==> src/rtl/sdf_pkg.sv <==
// Shared constants, codes and helper functions for the smoothstep dimmer fade block.
`default_nettype none

package sdf_pkg;

    // Field widths
    localparam int ACTION_W  = 3;
    localparam int LEVEL_W   = 8;
    localparam int DUTY_W    = 7;
    localparam int CFG_W     = 10;
    localparam int CFG_IDX_W = 2;

    // Fade step counter width and its saturation value
    localparam int STEP_COUNT_BITS = 10;
    localparam int STEP_W          = STEP_COUNT_BITS;
    localparam logic [STEP_W-1:0] STEP_MAX = '1;

    // Fixed-point unity of the curve, and the datapath widths of the shared unit
    localparam int FP_W     = 16;
    localparam logic [FP_W-1:0] FP_ONE = '1;
    localparam int MUL_A_W  = 16;
    localparam int MUL_B_W  = 18;
    localparam int DIV_W    = MUL_A_W + MUL_B_W;
    localparam int DIV_ITER = 18;
    localparam int CNT_W    = $clog2(DIV_ITER);
    localparam logic [MUL_B_W-1:0] THREE_FP = MUL_B_W'(3 * 65535);

    // Level handling
    localparam logic [LEVEL_W-1:0] LEVEL_FULL = 8'd254;
    localparam logic [LEVEL_W-1:0] LEVEL_LOW  = 8'd1;

    // Configuration register indexes
    localparam logic [CFG_IDX_W-1:0] CFG_STEPS_ON  = 2'd0;
    localparam logic [CFG_IDX_W-1:0] CFG_STEPS_OFF = 2'd1;
    localparam logic [CFG_IDX_W-1:0] CFG_STEPS_LVL = 2'd2;

    localparam logic [CFG_W-1:0] CFG_ON_RST  = 10'd45;
    localparam logic [CFG_W-1:0] CFG_OFF_RST = 10'd35;
    localparam logic [CFG_W-1:0] CFG_LVL_RST = 10'd30;

    // Action codes carried by an input item
    typedef enum logic [ACTION_W-1:0] {
        ACT_SET_POWER = 3'd0,
        ACT_SET_LEVEL = 3'd1,
        ACT_TICK      = 3'd2,
        ACT_FAULT_OFF = 3'd3,
        ACT_RECOVER   = 3'd4,
        ACT_SYNC      = 3'd5
    } action_t;

    // Level to percent, lv*100/254, by reciprocal multiply (exact over 0..255)
    function automatic logic [DUTY_W-1:0] level_pct(input logic [LEVEL_W-1:0] lv);
        logic [14:0] scaled;
        logic [31:0] prod;
        scaled = 15'(lv) * 15'd100;
        prod   = 32'(scaled) * 32'd66053;
        return DUTY_W'(prod >> 24);
    endfunction

    // Fade length from a register: zero reads as one, large values saturate
    function automatic logic [STEP_W-1:0] steps_of(input logic [CFG_W-1:0] n);
        logic [CFG_W+STEP_W-1:0] wide;
        wide = (CFG_W + STEP_W)'(n);
        if (n == '0)
            return STEP_W'(1);
        else if (wide > (CFG_W + STEP_W)'(STEP_MAX))
            return STEP_MAX;
        else
            return STEP_W'(wide);
    endfunction

endpackage

`default_nettype wire

==> src/rtl/sdf_in_if.sv <==
// Input item channel: valid/ready handshake with the action payload.
`default_nettype none

interface sdf_in_if;
    import sdf_pkg::*;

    logic                valid;
    logic                ready;
    logic [ACTION_W-1:0] action;
    logic                on_value;
    logic [LEVEL_W-1:0]  level_value;
    logic                fault_active;
    logic                turn_on_blocked;

    modport source (
        output valid, action, on_value, level_value, fault_active, turn_on_blocked,
        input  ready
    );

    modport sink (
        input  valid, action, on_value, level_value, fault_active, turn_on_blocked,
        output ready
    );
endinterface

`default_nettype wire

==> src/rtl/sdf_out_if.sv <==
// Result channel: valid/ready handshake with the dimmer status payload.
`default_nettype none

interface sdf_out_if;
    import sdf_pkg::*;

    logic               valid;
    logic               ready;
    logic [DUTY_W-1:0]  duty_percent;
    logic               output_enabled;
    logic               fade_running;
    logic               light_on;
    logic [LEVEL_W-1:0] level_now;

    modport source (
        output valid, duty_percent, output_enabled, fade_running, light_on, level_now,
        input  ready
    );

    modport sink (
        input  valid, duty_percent, output_enabled, fade_running, light_on, level_now,
        output ready
    );
endinterface

`default_nettype wire

==> src/rtl/smoothstep_dimmer_fade.sv <==
// All actions but a mid-fade tick go from S_IDLE to S_OUT, then load the output register.
// A mid-fade tick runs four multiply/divide passes on one shared multiplier and one
// radix-2 divider, each pass an S_MUL step followed by S_DIV, before it reaches S_OUT.
// A new item is taken only in S_IDLE, once the previous result is loaded; it is taken
// while the previous result still waits on the output register.
// Reset (rst_n low, async): light off, level 254, output routed, registers 45/35/30.
`default_nettype none

module smoothstep_dimmer_fade (
    input  wire logic                       clk,
    input  wire logic                       rst_n,
    sdf_in_if.sink                          item,
    sdf_out_if.source                       result,
    input  wire logic                       cfg_we,
    input  wire logic [sdf_pkg::CFG_IDX_W-1:0] cfg_index,
    input  wire logic [sdf_pkg::CFG_W-1:0]  cfg_wdata
);
    import sdf_pkg::*;

    typedef enum logic [3:0] {
        S_IDLE = 4'b0001,
        S_MUL  = 4'b0010,
        S_DIV  = 4'b0100,
        S_OUT  = 4'b1000
    } state_t;

    // Architectural state
    logic               on_reg, on_next;
    logic [LEVEL_W-1:0] level_reg, level_next;
    logic [DUTY_W-1:0]  shown_reg, shown_next;
    logic [DUTY_W-1:0]  from_reg, from_next;
    logic [DUTY_W-1:0]  to_reg, to_next;
    logic [STEP_W-1:0]  idx_reg, idx_next;
    logic [STEP_W-1:0]  len_reg, len_next;
    logic               fading_reg, fading_next;
    logic               routed_reg, routed_next;
    logic               saved_valid_reg, saved_valid_next;
    logic               saved_on_reg, saved_on_next;
    logic [LEVEL_W-1:0] saved_level_reg, saved_level_next;

    // Configuration registers
    logic [CFG_W-1:0]   cfg_on_reg, cfg_off_reg, cfg_lvl_reg;

    // Sequencer
    state_t             state_reg, state_next;
    logic [1:0]         phase_reg, phase_next;
    logic [CNT_W-1:0]   cnt_reg, cnt_next;

    // Shared datapath
    logic [FP_W-1:0]    rem_reg, rem_next;
    logic [DIV_ITER-1:0] quo_reg, quo_next;
    logic [FP_W-1:0]    t_reg, t_next;
    logic [FP_W-1:0]    val_reg, val_next;

    // Output register
    logic               out_valid_reg, out_valid_next;
    logic [DUTY_W-1:0]  out_duty_reg;
    logic               out_en_reg, out_fade_reg, out_on_reg;
    logic [LEVEL_W-1:0] out_level_reg;
    logic               out_load;

    // Decode helpers
    logic               accept;
    logic               go_arith;
    logic [LEVEL_W-1:0] pwr_level;
    logic               sch_on, sch_restart;
    logic [LEVEL_W-1:0] sch_level;
    logic [DUTY_W-1:0]  sch_target, sch_from;
    logic [STEP_W-1:0]  sch_len;
    logic               rest_on;
    logic [LEVEL_W-1:0] rest_level;
    logic               now_on;
    logic [LEVEL_W-1:0] now_level;
    logic [DUTY_W-1:0]  now_duty;
    logic [STEP_W-1:0]  idx_inc;

    // Arithmetic helpers
    logic               delta_neg;
    logic [DUTY_W-1:0]  delta_abs;
    logic [MUL_A_W-1:0] mul_a;
    logic [MUL_B_W-1:0] mul_b;
    logic [DIV_W-1:0]   product;
    logic [FP_W-1:0]    divisor;
    logic [FP_W:0]      trial, trial_diff;
    logic               trial_ge;
    logic [DIV_ITER-1:0] quo_step;

    assign accept      = item.valid && item.ready;
    assign item.ready  = (state_reg == S_IDLE);

    // Power-on level fix-up: a near-zero level turns on at full
    assign pwr_level   = (item.on_value && (level_reg <= LEVEL_LOW)) ? LEVEL_FULL : level_reg;

    // Fade scheduling inputs, shared by set power and set level
    assign sch_restart = (item.action == ACT_SET_POWER);
    assign sch_on      = sch_restart ? item.on_value : on_reg;
    assign sch_level   = sch_restart ? pwr_level : item.level_value;
    assign sch_target  = sch_on ? level_pct(sch_level) : '0;
    assign sch_from    = (!fading_reg || sch_restart) ? shown_reg : from_reg;
    assign sch_len     = sch_on ? steps_of(sch_restart ? cfg_on_reg : cfg_lvl_reg)
                                : steps_of(cfg_off_reg);

    // Immediate apply, shared by recover and sync
    assign rest_on     = saved_valid_reg ? saved_on_reg : on_reg;
    assign rest_level  = saved_valid_reg ? saved_level_reg : level_reg;
    assign now_on      = (item.action == ACT_RECOVER) ? rest_on : item.on_value;
    assign now_level   = (item.action == ACT_RECOVER) ? rest_level : item.level_value;
    assign now_duty    = now_on ? level_pct(now_level) : '0;

    assign idx_inc     = idx_reg + STEP_W'(1);

    // Interpolation span, handled as magnitude and sign for truncating division
    assign delta_neg   = (to_reg < from_reg);
    assign delta_abs   = delta_neg ? (from_reg - to_reg) : (to_reg - from_reg);

    // Shared multiplier operands per pass: t, t^2, smoothstep, scaled span
    always_comb
    begin
        unique case (phase_reg)
            2'd0:
            begin
                mul_a = MUL_A_W'(idx_reg);
                mul_b = MUL_B_W'(FP_ONE);
            end
            2'd1:
            begin
                mul_a = t_reg;
                mul_b = MUL_B_W'(t_reg);
            end
            2'd2:
            begin
                mul_a = val_reg;
                mul_b = THREE_FP - {1'b0, t_reg, 1'b0};
            end
            default:
            begin
                mul_a = MUL_A_W'(delta_abs);
                mul_b = MUL_B_W'(val_reg);
            end
        endcase
    end

    assign product = DIV_W'(mul_a) * DIV_W'(mul_b);
    assign divisor = (phase_reg == 2'd0) ? FP_W'(len_reg) : FP_ONE;

    // Restoring divider step: one quotient bit a cycle
    assign trial      = {rem_reg, quo_reg[DIV_ITER-1]};
    assign trial_diff = trial - {1'b0, divisor};
    assign trial_ge   = (trial >= {1'b0, divisor});
    assign quo_step   = {quo_reg[DIV_ITER-2:0], trial_ge};

    assign out_load   = (state_reg == S_OUT) && (!out_valid_reg || result.ready);

    // Next-state logic for the sequencer and the dimmer state
    always_comb
    begin
        on_next          = on_reg;
        level_next       = level_reg;
        shown_next       = shown_reg;
        from_next        = from_reg;
        to_next          = to_reg;
        idx_next         = idx_reg;
        len_next         = len_reg;
        fading_next      = fading_reg;
        routed_next      = routed_reg;
        saved_valid_next = saved_valid_reg;
        saved_on_next    = saved_on_reg;
        saved_level_next = saved_level_reg;
        state_next       = state_reg;
        phase_next       = phase_reg;
        cnt_next         = cnt_reg;
        rem_next         = rem_reg;
        quo_next         = quo_reg;
        t_next           = t_reg;
        val_next         = val_reg;
        go_arith         = 1'b0;

        unique case (state_reg)
            S_IDLE:
            begin
                if (accept)
                begin
                    unique case (item.action)
                        ACT_SET_POWER, ACT_SET_LEVEL:
                        begin
                            if (sch_restart)
                            begin
                                if (!(item.on_value && item.turn_on_blocked))
                                begin
                                    on_next    = item.on_value;
                                    level_next = pwr_level;
                                end
                            end
                            else
                                level_next = item.level_value;

                            if ((sch_restart && !(item.on_value && item.turn_on_blocked))
                                || (!sch_restart && on_reg))
                            begin
                                if (item.fault_active)
                                begin
                                    fading_next = 1'b0;
                                    routed_next = 1'b0;
                                end
                                else
                                begin
                                    to_next     = sch_target;
                                    from_next   = sch_from;
                                    routed_next = 1'b1;
                                    if (sch_from == sch_target)
                                    begin
                                        fading_next = 1'b0;
                                        shown_next  = sch_target;
                                    end
                                    else
                                    begin
                                        idx_next    = '0;
                                        len_next    = sch_len;
                                        fading_next = 1'b1;
                                        shown_next  = sch_from;
                                    end
                                end
                            end
                        end
                        ACT_TICK:
                        begin
                            if (!fading_reg || item.fault_active)
                                fading_next = 1'b0;
                            else
                            begin
                                idx_next    = idx_inc;
                                routed_next = 1'b1;
                                if (idx_inc >= len_reg)
                                begin
                                    fading_next = 1'b0;
                                    shown_next  = to_reg;
                                end
                                else
                                    go_arith = 1'b1;
                            end
                        end
                        ACT_FAULT_OFF:
                        begin
                            if (!saved_valid_reg)
                            begin
                                saved_on_next    = on_reg;
                                saved_level_next = level_reg;
                                saved_valid_next = 1'b1;
                            end
                            fading_next = 1'b0;
                            on_next     = 1'b0;
                            shown_next  = '0;
                            routed_next = 1'b0;
                        end
                        ACT_RECOVER, ACT_SYNC:
                        begin
                            if (item.action == ACT_RECOVER)
                                saved_valid_next = 1'b0;
                            on_next     = now_on;
                            level_next  = now_level;
                            fading_next = 1'b0;
                            routed_next = !item.fault_active;
                            if (!item.fault_active)
                                shown_next = now_duty;
                        end
                        default:
                        begin
                        end
                    endcase
                    phase_next = 2'd0;
                    state_next = go_arith ? S_MUL : S_OUT;
                end
            end
            S_MUL:
            begin
                // Registered product seeds the divider
                rem_next   = product[DIV_W-1:DIV_ITER];
                quo_next   = product[DIV_ITER-1:0];
                cnt_next   = '0;
                state_next = S_DIV;
            end
            S_DIV:
            begin
                rem_next = trial_ge ? trial_diff[FP_W-1:0] : trial[FP_W-1:0];
                quo_next = quo_step;
                cnt_next = cnt_reg + CNT_W'(1);
                if (cnt_reg == CNT_W'(DIV_ITER - 1))
                begin
                    unique case (phase_reg)
                        2'd0:    t_next   = quo_step[FP_W-1:0];
                        2'd1:    val_next = quo_step[FP_W-1:0];
                        2'd2:    val_next = quo_step[FP_W-1:0];
                        default: shown_next = delta_neg ? (from_reg - quo_step[DUTY_W-1:0])
                                                        : (from_reg + quo_step[DUTY_W-1:0]);
                    endcase
                    phase_next = phase_reg + 2'd1;
                    state_next = (phase_reg == 2'd3) ? S_OUT : S_MUL;
                end
            end
            S_OUT:
            begin
                if (out_load)
                    state_next = S_IDLE;
            end
            default:
            begin
                state_next = S_IDLE;
            end
        endcase
    end

    // Result valid: set on load, cleared once the transfer completes
    always_comb
    begin
        if (out_load)
            out_valid_next = 1'b1;
        else if (result.ready)
            out_valid_next = 1'b0;
        else
            out_valid_next = out_valid_reg;
    end

    // Control and dimmer state
    always_ff @(posedge clk or negedge rst_n)
    begin
        if (!rst_n)
        begin
            state_reg       <= S_IDLE;
            phase_reg       <= 2'd0;
            cnt_reg         <= '0;
            on_reg          <= 1'b0;
            level_reg       <= LEVEL_FULL;
            shown_reg       <= '0;
            from_reg        <= '0;
            to_reg          <= '0;
            idx_reg         <= '0;
            len_reg         <= '0;
            fading_reg      <= 1'b0;
            routed_reg      <= 1'b1;
            saved_valid_reg <= 1'b0;
            saved_on_reg    <= 1'b0;
            saved_level_reg <= LEVEL_FULL;
            out_valid_reg   <= 1'b0;
        end
        else
        begin
            state_reg       <= state_next;
            phase_reg       <= phase_next;
            cnt_reg         <= cnt_next;
            on_reg          <= on_next;
            level_reg       <= level_next;
            shown_reg       <= shown_next;
            from_reg        <= from_next;
            to_reg          <= to_next;
            idx_reg         <= idx_next;
            len_reg         <= len_next;
            fading_reg      <= fading_next;
            routed_reg      <= routed_next;
            saved_valid_reg <= saved_valid_next;
            saved_on_reg    <= saved_on_next;
            saved_level_reg <= saved_level_next;
            out_valid_reg   <= out_valid_next;
        end
    end

    // Configuration write port
    always_ff @(posedge clk or negedge rst_n)
    begin
        if (!rst_n)
        begin
            cfg_on_reg  <= CFG_ON_RST;
            cfg_off_reg <= CFG_OFF_RST;
            cfg_lvl_reg <= CFG_LVL_RST;
        end
        else if (cfg_we)
        begin
            unique case (cfg_index)
                CFG_STEPS_ON:  cfg_on_reg  <= cfg_wdata;
                CFG_STEPS_OFF: cfg_off_reg <= cfg_wdata;
                CFG_STEPS_LVL: cfg_lvl_reg <= cfg_wdata;
                default:
                begin
                end
            endcase
        end
    end

    // Datapath and result payload
    always_ff @(posedge clk)
    begin
        rem_reg <= rem_next;
        quo_reg <= quo_next;
        t_reg   <= t_next;
        val_reg <= val_next;
        if (out_load)
        begin
            out_duty_reg  <= routed_reg ? shown_reg : '0;
            out_en_reg    <= routed_reg;
            out_fade_reg  <= fading_reg;
            out_on_reg    <= on_reg;
            out_level_reg <= level_reg;
        end
    end

    assign result.valid          = out_valid_reg;
    assign result.duty_percent   = out_duty_reg;
    assign result.output_enabled = out_en_reg;
    assign result.fade_running   = out_fade_reg;
    assign result.light_on       = out_on_reg;
    assign result.level_now      = out_level_reg;

endmodule

`default_nettype wire

==> src/flat_wrapper.sv <==
// flat-port wrapper written by rule: the top's interface ports become plain ports
module smoothstep_dimmer_fade_flat import sdf_pkg::*;
  (clk, rst_n, cfg_we, cfg_index, cfg_wdata, item_valid, item_action, item_on_value, item_level_value, item_fault_active, item_turn_on_blocked, item_ready, result_valid, result_duty_percent, result_output_enabled, result_fade_running, result_light_on, result_level_now, result_ready);
  sdf_in_if item_i ();
  sdf_out_if result_i ();
  input  wire logic clk;
  input  wire logic rst_n;
  input  wire logic cfg_we;
  input  wire logic [sdf_pkg::CFG_IDX_W-1:0] cfg_index;
  input  wire logic [sdf_pkg::CFG_W-1:0] cfg_wdata;
  input wire logic [$bits(item_i.valid)-1:0] item_valid;
  input wire logic [$bits(item_i.action)-1:0] item_action;
  input wire logic [$bits(item_i.on_value)-1:0] item_on_value;
  input wire logic [$bits(item_i.level_value)-1:0] item_level_value;
  input wire logic [$bits(item_i.fault_active)-1:0] item_fault_active;
  input wire logic [$bits(item_i.turn_on_blocked)-1:0] item_turn_on_blocked;
  output wire logic [$bits(item_i.ready)-1:0] item_ready;
  output wire logic [$bits(result_i.valid)-1:0] result_valid;
  output wire logic [$bits(result_i.duty_percent)-1:0] result_duty_percent;
  output wire logic [$bits(result_i.output_enabled)-1:0] result_output_enabled;
  output wire logic [$bits(result_i.fade_running)-1:0] result_fade_running;
  output wire logic [$bits(result_i.light_on)-1:0] result_light_on;
  output wire logic [$bits(result_i.level_now)-1:0] result_level_now;
  input wire logic [$bits(result_i.ready)-1:0] result_ready;
  assign item_i.valid = item_valid;
  assign item_i.action = item_action;
  assign item_i.on_value = item_on_value;
  assign item_i.level_value = item_level_value;
  assign item_i.fault_active = item_fault_active;
  assign item_i.turn_on_blocked = item_turn_on_blocked;
  assign item_ready = item_i.ready;
  assign result_valid = result_i.valid;
  assign result_duty_percent = result_i.duty_percent;
  assign result_output_enabled = result_i.output_enabled;
  assign result_fade_running = result_i.fade_running;
  assign result_light_on = result_i.light_on;
  assign result_level_now = result_i.level_now;
  assign result_i.ready = result_ready;
  smoothstep_dimmer_fade u_core (.clk(clk), .rst_n(rst_n), .item(item_i), .result(result_i), .cfg_we(cfg_we), .cfg_index(cfg_index), .cfg_wdata(cfg_wdata));
endmodule
==> config.mk <==
export PLATFORM = sky130hd
export DESIGN_NAME = smoothstep_dimmer_fade_flat
export DESIGN_NICKNAME = d
export VERILOG_FILES = /design/src/rtl/sdf_pkg.sv /design/src/rtl/sdf_in_if.sv /design/src/rtl/sdf_out_if.sv /design/src/rtl/smoothstep_dimmer_fade.sv /design/src/flat_wrapper.sv
export SDC_FILE = /design/constraint.sdc
export NUM_CORES = 1
export LEC_CHECK = 0
export BUFFER_PORTS_ARGS = -buffer_cell sky130_fd_sc_hd__buf_2
export CELL_PAD_IN_SITES_DETAIL_PLACEMENT = 0
export CELL_PAD_IN_SITES_GLOBAL_PLACEMENT = 2
export CORE_MARGIN = 2
export CORE_UTILIZATION = 45
export CTS_BUF_LIST = sky130_fd_sc_hd__clkbuf_4 sky130_fd_sc_hd__clkbuf_8
export DETAILED_ROUTE_END_ITERATION = 8
export HOLD_SLACK_MARGIN = 0.02
export PLACE_DENSITY = 0.95
export SETUP_SLACK_MARGIN = 0.05
export SYNTH_ARGS = -nofsm -noshare
export SYNTH_HDL_FRONTEND = slang
export SYNTH_SLANG_ARGS = --single-unit
==> constraint.sdc <==
create_clock -name clk -period 21.5 [get_ports clk]
set_clock_uncertainty 0.2 [all_clocks]
set_input_delay 2.15 -clock clk [delete_from_list [all_inputs] [get_ports clk]]
set_output_delay 2.15 -clock clk [all_outputs]
set_load 0.005 [all_outputs]
---- Word level (Yosys, flattened, before mapping) ----
Cells that the tools add are included.
operators by class
  $add $sub $neg .......................... 9
  multipliers ............................. 5
  order comparisons ....................... 4
  equality and inequality tests ........... 35
  muxes and demuxes ....................... 73
  bitwise gates (word level) .............. 2
  reductions and logical operators ........ 51
operators by type and width
  cell                                                  count
  2-to-1 mux 7 bit                                      14
  2-to-1 mux 10 bit                                     8
  multiplier 13 x 17 -> 29 bit (second input constant)  2
  one-hot mux 18 bit (3 select lines)                   1
  2-to-1 mux 8 bit                                      6
  one-hot mux 16 bit (3 select lines)                   1
  one-hot mux 18 bit (2 select lines)                   1
  multiplier 16 x 18 -> 34 bit                          1
  2-to-1 mux 16 bit                                     2
  one-hot mux 16 bit (2 select lines)                   1
  one-hot mux 7 bit (4 select lines)                    1
  multiplier 8 x 5 -> 13 bit (second input constant)    2
  2-to-1 mux 1 bit                                      21
  subtractor 7 bit                                      3
  zero test 10 bit                                      2
  2-to-1 mux 4 bit                                      5
  one-hot mux 10 bit (2 select lines)                   1
  AND reduction 5 bit                                   4
  != test 3 bit (second input constant)                 6
  subtractor 18 x 17 -> 18 bit (first input constant)   1
  >= comparator 17 x 16 -> 1 bit                        1
  one-hot mux 4 bit (4 select lines)                    1
  one-hot mux 8 bit (2 select lines)                    1
  subtractor 16 bit                                     1
  other kinds (46)                                      92
storage, ports and cells
  flip-flop bits (word level) ............. 188
  input bits .............................. 31
  output and inout bits ................... 20
  word-level logic and storage cells ...... 207

---- Longest topological paths before layout ----
Gate-level depths: netlist of run 1.
  depth after elaboration ................. 14
  mapped depth ............................ 38
  gate-level depth less buffers ........... 36

---- Worst setup path after synthesis of run 1 ----
Ideal clock, no wire load.
  path type ............................... input port to flip-flop
  start point ............................. input port item_action[1]
  end point ............................... register u_core.len_reg[0]
  setup time .............................. 0.125 ns
  arrival ................................. 10.347 ns
  data required time ...................... 21.175 ns
  path slack .............................. 10.828 ns
  cell stages on the path ................. 33
  path buffers ............................ 4
  cells stage by stage .................... buf_6 nor3_2 clkbuf_1 clkbuf_1 nand2_1 o22a_1 ha_1 ha_1 fa_1 ha_1 and4_1 o41a_1 nor2_1 xor2_1 inv_1 ha_1 ha_1 inv_1 fa_1 inv_1 ha_1 ha_1 a41oi_1 o21ai_0 a221oi_1 nand2_1 a21o_4 a32o_2 or4_1 nand4_2 a21oi_2 buf_6 mux2_4
between the ends
  word-level cells in the longest chain between the ends .. 8
  elaborated cells between the ends (all ways) .. 21
  classes of those cells .................. 2 x mul; 2 x eq/ne; 7 x mux; 1 x bitwise; 9 x reduce/logical
ends and longest elaborated chain
  item                                  RTL line                                                     RTL
  start, declared                       flat_wrapper.sv:12                                           input wire logic [$bits(item_i.action)-1:0] item_action;
  zero test 3 bit                       smoothstep_dimmer_fade.sv:95, smoothstep_dimmer_fade.sv:183
  2-to-1 mux 8 bit                      smoothstep_dimmer_fade.sv:97                                 assign sch_level = sch_restart ? pwr_level : item.level_value;
  multiplier 8 x 5 -> 13 bit            sdf_pkg.sv:55                                                scaled = 15'(lv) * 15'd100;
  multiplier 13 x 17 -> 29 bit          sdf_pkg.sv:56                                                prod = 32'(scaled) * 32'd66053;
  2-to-1 mux 7 bit                      smoothstep_dimmer_fade.sv:98                                 assign sch_target = sch_on ? level_pct(sch_level) : '0;
  == test 7 bit                         smoothstep_dimmer_fade.sv:210                                if (sch_from == sch_target)
  NOT 1 bit (no source line)            n/a
  AND reduction 6 bit (no source line)  n/a
  end signal, assigned                  smoothstep_dimmer_fade.sv:356                                len_reg <= len_next;
  end, declared                         smoothstep_dimmer_fade.sv:34                                 logic [STEP_W-1:0] len_reg, len_next;
Several ways; a longest one is shown, not always the timed one.
A chain may end at the register's enable or synchronous reset.

---- Worst setup path in the final report of run 1 ----
Ends and elaborated chain as after synthesis.

==> run_results.csv, run 1 <==
group,metric,value,unit
setup_path,slowest_stage,"a21oi_2",
clock_network,clock-sinks,188,
place,pre_cts_ws,10280,ps
global_route,antenna_found_initial,0,
detailed_routing,ant_nets,0,
clock_network,cts.path.max_buffers,2,
setup_path,required,21690,ps
detailed_routing,drt_first_pass_iters,6,
synthesis,ys_ff_latch,188,
setup_path,crit_top_cell,"ha_1",
cells_and_area,antenna_cells,0,
clock_network,numCtsBuffers,17,
clock_network,clkTransAtPathRegs,110,ps
synthesis,synth-async-reset-ratio,55.3,%
synthesis,synth_edf_count,84,
cells_and_area,fillers,5126,
place,hpwl,52700,um
job,maxCapViolCount,0,
min_path,hold_path_class,"reg2reg",
timing,setup_ws,10810,ps
clock_network,cts_tree,"yes",
synthesis,syn_nets,3254,
die,core_region_area,53800,um^2
synthesis,avgSynthCellArea,9.27,um^2
timing,worstMarginPinSlew,1250,ps
clock_network,cts-hold-fix-buffers,0,
cells_and_area,fin_cells,3369,
detailed_routing,drc,0,
min_path,hp-start,"u_core.quo_reg[11]",
place,io_buffers,50,
setup_path,cp_max_fo,16,
cells_and_area,drive_gt1_share,8.27,%
timing,final-hold-violation-count,0,
synthesis,synth_seq_area_share,21.1,%
die,dieArea,56300,um^2
synthesis,synth.distinct_cells,85,
timing,post-route-period-util,49.7,%
setup_path,r2r_setup_slack,10980,ps
setup_path,r2r_end,"u_core.rem_reg[8]",
die,die_width,237,um
detailed_routing,wl,64600,um
global_route,grt_max_degree,77,
timing,finalSetupViolCount,0,
synthesis,synth.area.mux_share,4.24,%
synthesis,synth-compound-area-share,12.7,%
place,place_congestion,0.931,
setup_path,r2r-start,"u_core.to_reg[1]",
pwr,ir_worst_vdd,0.0983,mV
synthesis,synthAdderAreaFrac,37.1,%
timing,maxSlewHeadroom,16.1,%
detailed_routing,wire_per_inst,19.2,um
global_route,grt_pass1_wl,107000,um
cells_and_area,largest_reg_flops,18,
min_path,holdPathEnd,"u_core.t_reg[12]",
synthesis,synth_xor_area_share,3.68,%
place,dp.cells,3337,
timing,final-max-slew-violation-count,0,
synthesis,synth_top_family_by_area,"adder cells",
setup_path,max_stage_delay,700,ps
synthesis,yosys.area_share.simple,13.8,%
detailed_routing,vias,19179,
synthesis,netlist_instances,2642,
die,initial_core_util,45.5,%
global_route,gr-total-overflow,0,
synthesis,synth_area,24500,um^2
clock_network,clkLatencyLatePin,510,ps
pwr,power,2.15,mW
timing,fin_crit,10690,ps
setup_path,worstPathArrival,10890,ps
clock_network,htree_levels,4,
pwr,pwr_density_cell,82.7,nW/um^2
timing,rsz0062_at_grt,"false",
timing,worst_hold_slack,284,ps
cells_and_area,area_growth,6.02,%
detailed_routing,vias_per_cell,5.69,
clock_network,clockRootBuffer,"clkbuf_8",
global_route,gr-usage-all-layers,23.9,%
die,die-height,237,um
min_path,holdPathStages,0,
global_route,grt_pass1_vias,19906,
setup_path,crit_type,"in2reg",
clock_network,ctsResizeCount,0,
outcome,status,"finished, final reports clean",
die,rows,85,
setup_path,reg2reg_depth,33,
setup_path,crit_path_end_kind,"flip-flop",
die,pin_count,51,
cells_and_area,layout.nets,3272,
timing,timing.setup.tns,0,ps
synthesis,yosysWarnings,0,
pwr,p_leak,12.4,nW
synthesis,synth_flop_cell,"edfxtp_1",
detailed_routing,drt_iter0_drc,1574,
setup_path,start_kind,"input port",
clock_network,cts_setup_buffers,0,
timing,max_freq,93.5,MHz
-- area by class of cell --
class                      count  area (um^2)  area share (%)
clock inverter                15          190           0.733
inverter                     392         1470            5.67
sequential                   188         5160            19.9
tap                          696          871            3.35
clock buffer                  17          234           0.901
timing repair buffer          83          500            1.93
multi-input combinational   1978        17500            67.5
-- layout by cell type (no fill, tap or decap), drive strengths merged, types with 17 or more instances in the layout --
cell type | synthesis | routed
nor2b | 21 | 21
clkbuf | 70 | 17
nor2 | 157 | 157
dfrtp | 77 | 77
nand3 | 37 | 37
inv | 392 | 399
edfxtp | 84 | 84
a21oi | 130 | 130
or3 | 22 | 22
xnor2 | 63 | 63
o21ai | 97 | 97
mux2 | 43 | 43
xor2 | 40 | 40
nand2 | 323 | 323
buf | 14 | 83
dfstp | 27 | 27
a221oi | 19 | 19
nor3 | 47 | 47
fa | 243 | 243
a221o | 18 | 18
ha | 338 | 338
and2 | 42 | 42
mux2i | 55 | 55
a21o | 35 | 35
-- critical path, delay by kind of cell --
family | cells | cell delay (ps)
muxes | 2 | 550
buffers and inverters | 4 | 470
xor gates and xnor gates | 1 | 350
AOI/OAI and AO/OA | 9 | 3130
adders and majority gates | 9 | 2910
and+or+nand+nor | 5 | 1310
-- cells by family (layout without fill, tap and decap cells) --
| kind of cell | Yosys count | count (layout) |
|---|---|---|
| buffers and inverters | 476 | 507 |
| adders and majority gates | 581 | 581 |
| and+or+nand+nor | 735 | 735 |
| AOI/OAI and AO/OA | 461 | 461 |
| xor gates and xnor gates | 103 | 103 |
| DFF | 188 | 188 |
| muxes | 98 | 98 |
-- how the worst max path moves through the flow --
stage	slack, ps	cells after the start	end	from
CTS	10790	31	u_core.len_reg[0]	item_action[1]
global placement	10400	31	u_core.len_reg[0]	item_action[1]
floorplan	10830	33	u_core.len_reg[0]	item_action[1]
detailed placement	10280	31	u_core.len_reg[0]	item_action[1]
finish	10810	30	u_core.len_reg[0]	item_action[1]
global route	10130	33	u_core.len_reg[0]	item_action[1]
-- Yosys cell counts (all sizes together) (16+ instances only) --
library cell,number,area share (%)
nor2,157,2.4
ha,338,17
fa,243,20
xnor2,63,2.3
a221o,18,0.74
xor2,40,1.4
nor3,47,1.0
clkbuf,70,1.1
and2,42,1.1
o21ai,97,2.0
a21o,35,1.1
nor2b,21,0.54
a22o,16,0.57
inv,392,6.0
a31oi,16,0.47
edfxtp,84,10
nand3,37,0.76
or3,22,0.56
nand4,16,0.43
nand2,323,5.0
dfstp,27,2.9
dfrtp,77,7.9
mux2i,55,2.2
a221oi,19,0.68
a21oi,130,2.7
mux2,43,2.0
-- stage by stage --
stage	cell area, um^2	util, %
2_1_floorplan	24500	-
3_3_place_gp	25500	47.5
3_5_place_dp	25500	47.5
4_1_cts	26000	48.2
5_1_grt	26000	48.2
6_report	26000	48.2
-- layer usage --
layer  vias to the layer above  share of wire, %  wire length (um)  global-route usage (%)
li1                       8996                 -                 -                       -
met1                      9528                46             29400                    34.0
met2                       578                47             30100                    39.3
met3                        77               5.8              3740                    2.36
met4                         0               2.0              1320                    5.81
met5                         -                 0                 0                       0
-- report_power, final --
group	internal [mW]	leakage (nW)	total [mW]	switching [mW]
registers	0.442	2.00	0.504	0.0618
logic	0.600	10.2	1.40	0.795
clock network	0.0950	0.215	0.250	0.155
Power figures use the tool's default switching activity.
==> inputs of run 2 (changes only) <==
- ABC_AREA: unset -> 1
- CORE_UTILIZATION: 45 -> 36
- PLACE_DENSITY: 0.95 -> 0.89
- clock period: 21.5 -> 9.8 ns (I/O delays scaled with it)
==> run_results.csv, run 2 <==
group,metric,value,unit
outcome,status,"finished, final reports clean",
clock_network,clkLatencyLatePin,540,ps
synthesis,synth_top_area_cell,"fa_1",
detailed_routing,drt_iter0_drc,1458,
setup_path,crit_path_end_kind,"flip-flop",
synthesis,synth_edf_count,84,
global_route,gr-usage-all-layers,20.7,%
die,rows,96,
job,maxCapViolCount,0,
detailed_routing,wl,70500,um
die,die_width,268,um
setup_path,start_kind,"flip-flop",
clock_network,clockRootBuffer,"clkbuf_8",
synthesis,syn_nets,3816,
timing,setup_ws,812,ps
clock_network,numCtsBuffers,17,
synthesis,synth.distinct_cells,54,
global_route,grt_max_degree,68,
pwr,p_leak,14.0,nW
timing,maxSlewHeadroom,20.8,%
place,io_buffers,50,
die,initial_core_util,36.4,%
setup_path,cp_max_fo,16,
synthesis,ys_ff_latch,188,
timing,max_freq,111,MHz
clock_network,cts-hold-fix-buffers,0,
clock_network,cts_tree,"yes",
cells_and_area,drive_gt1_share,6.87,%
synthesis,netlist_instances,3204,
pwr,pwr_density_cell,250,nW/um^2
min_path,hold_path_class,"in2async",
setup_path,slowest_stage,"fa_1",
detailed_routing,drt_first_pass_iters,5,
synthesis,avgSynthCellArea,7.81,um^2
clock_network,clock-sinks,188,
timing,final-max-slew-violation-count,0,
die,pin_count,51,
cells_and_area,mostFrequentLayoutCell,"nand2_1",
synthesis,synth_area,25000,um^2
die,core_region_area,68700,um^2
detailed_routing,wire_per_inst,16.7,um
synthesis,synth_commonest_cells,"744 x nand2_1, 599 x inv_1, 338 x ha_1, 248 x nor2_1, 243 x fa_1",
global_route,grt_pass1_wl,116000,um
global_route,grt_pass1_vias,21204,
timing,final-hold-violation-count,0,
place,pre_cts_ws,873,ps
detailed_routing,ant_nets,0,
detailed_routing,vias_per_cell,4.93,
place,hpwl,57500,um
place,place_congestion,0.896,
cells_and_area,layout.nets,3889,
timing,rsz0062_at_grt,"false",
cells_and_area,largest_reg_flops,18,
global_route,gr-total-overflow,0,
synthesis,synth_flop_cell,"edfxtp_1",
clock_network,htree_levels,4,
cells_and_area,mostFrequentLayoutCells,"743 x nand2_1, 597 x inv_1, 338 x ha_1",
cells_and_area,design_area,27200,um^2
synthesis,synth_seq_area_share,20.6,%
setup_path,crit_type,"reg2reg",
pwr,power,6.80,mW
synthesis,synth_top_area_share,19.4,%
cells_and_area,utilization,39.6,%
timing,worstMarginPinSlew,1180,ps
synthesis,synthTopCellsByArea,"fa_1 19%, ha_1 17%, nand2_1 11%, edfxtp_1 10%, inv_1 9.0%",
timing,finalSetupViolCount,0,
setup_path,worstPathArrival,9110,ps
pwr,ir_worst_vdd,0.770,mV
synthesis,yosysWarnings,0,
clock_network,clkTransAtPathRegs,140,ps
clock_network,cts.path.max_buffers,2,
die,dieArea,71600,um^2
place,place_area,26700,um^2
timing,timing.setup.tns,0,ps
setup_path,max_stage_delay,540,ps
global_route,antenna_found_initial,2,
detailed_routing,vias,20836,
synthesis,synth-async-reset-ratio,55.3,%
detailed_routing,drc,0,
die,die-height,268,um
cells_and_area,area_growth,8.65,%
setup_path,required,9920,ps
timing,fin_crit,8990,ps
setup_path,crit_top_cell,"nand2_1",
synthesis,yosysMostFrequentCell,"nand2_1",
timing,post-route-period-util,91.7,%
[run 2: cell types whose count changed after synthesis, sizes merged, moves of 32 or more]
| cell | before | now |
|---|---|---|
| nand2 | 323 | 751 |
| inv | 392 | 599 |
| o21ai | 97 | 212 |
| nand3 | 37 | 136 |
| nor2 | 157 | 252 |
| mux2i | 55 | 6 |
| mux2 | 43 | 1 |
| and2 | 42 | 2 |
| xnor2 | 63 | 23 |
| nor3 | 47 | 15 |
[run 2: per-stage QoR]
stage	std cells	hold slack [ps]
floorplan	3204	225
global placement	4189	258
detailed placement	4189	258
CTS	4221	200
global route	4223	242
finish	4223	227
[run 2: critical path: cells and delay by family (launching register included)]
| family | cells | cell delay [ps] |
|---|---|---|
| adder cells (fa/ha/maj) | 8 | 3700 |
| AND/OR/NAND/NOR | 15 | 1660 |
| AO/OA/AOI/OAI | 7 | 1520 |
| buffers and inverters | 7 | 940 |
| flip-flops | 1 | 450 |
| multiplexers | 1 | 310 |
[run 2: area by class of cell]
type,instances,area (um^2)
diodes,2,5.00
clock buffers,17,234
clock inverters,15,205
fillers,7248,41500
inverters,604,2270
multi-input cells,2342,17300
flip-flops and latches,188,5160
well taps,931,1160
repair buffers,124,808
[run 2: report_power, final]
group / internal (mW) / switching, mW / total (mW)
Clock: 0.204 / 0.371 / 0.574
Combinational: 1.87 / 3.20 / 5.07
Sequential: 1.02 / 0.133 / 1.15
[run 2: logic make-up (layout without fill, tap and decap cells)]
kind of cell	after synthesis	after routing	share of synthesized area (%)
other	0	2	0
AND/OR/NAND/NOR	1234	1234	20.4
flip-flops	188	188	20.6
XOR/XNOR	55	55	1.93
buffers and inverters	674	760	10.2
multiplexers	7	7	0.285
AO/OA/AOI/OAI	465	465	10.3
adder cells (fa/ha/maj)	581	581	36.4
[run 2: layer usage]
layer / vias up / track usage [%] / share of wire [%]
met3: 73 / 2.16 / 4.2
met4: 0 / 5.54 / 2.3
li1: 10380 / - / -
met2: 431 / 33.4 / 45
met5: - / 0 / 0
met1: 9952 / 29.5 / 48
[run 2: repair_timing]
item | in CTS | in global routing
gates resized for setup | 0 | 1
setup buffers | 0 | 0
endpoints found under the hold margin | 0 | 0
endpoints found under the setup margin | 0 | 1
[run 2: path summary, 6_finish.rpt]
kind	from	endpoint	slack [ps]	depth (start not counted)
max in group asynchronous	rst_n	u_core.cnt_reg[1]	7870	2
worst min register to register	u_core.saved_level_reg[5]	u_core.saved_level_reg[5]	280	2
worst max-delay path	u_core.to_reg[1]	u_core.rem_reg[14]	810	38
worst max register to register	u_core.to_reg[1]	u_core.rem_reg[14]	810	38
worst min-delay path	rst_n	u_core.shown_reg[1]	230	1
min in group clk	u_core.saved_level_reg[5]	u_core.saved_level_reg[5]	280	2
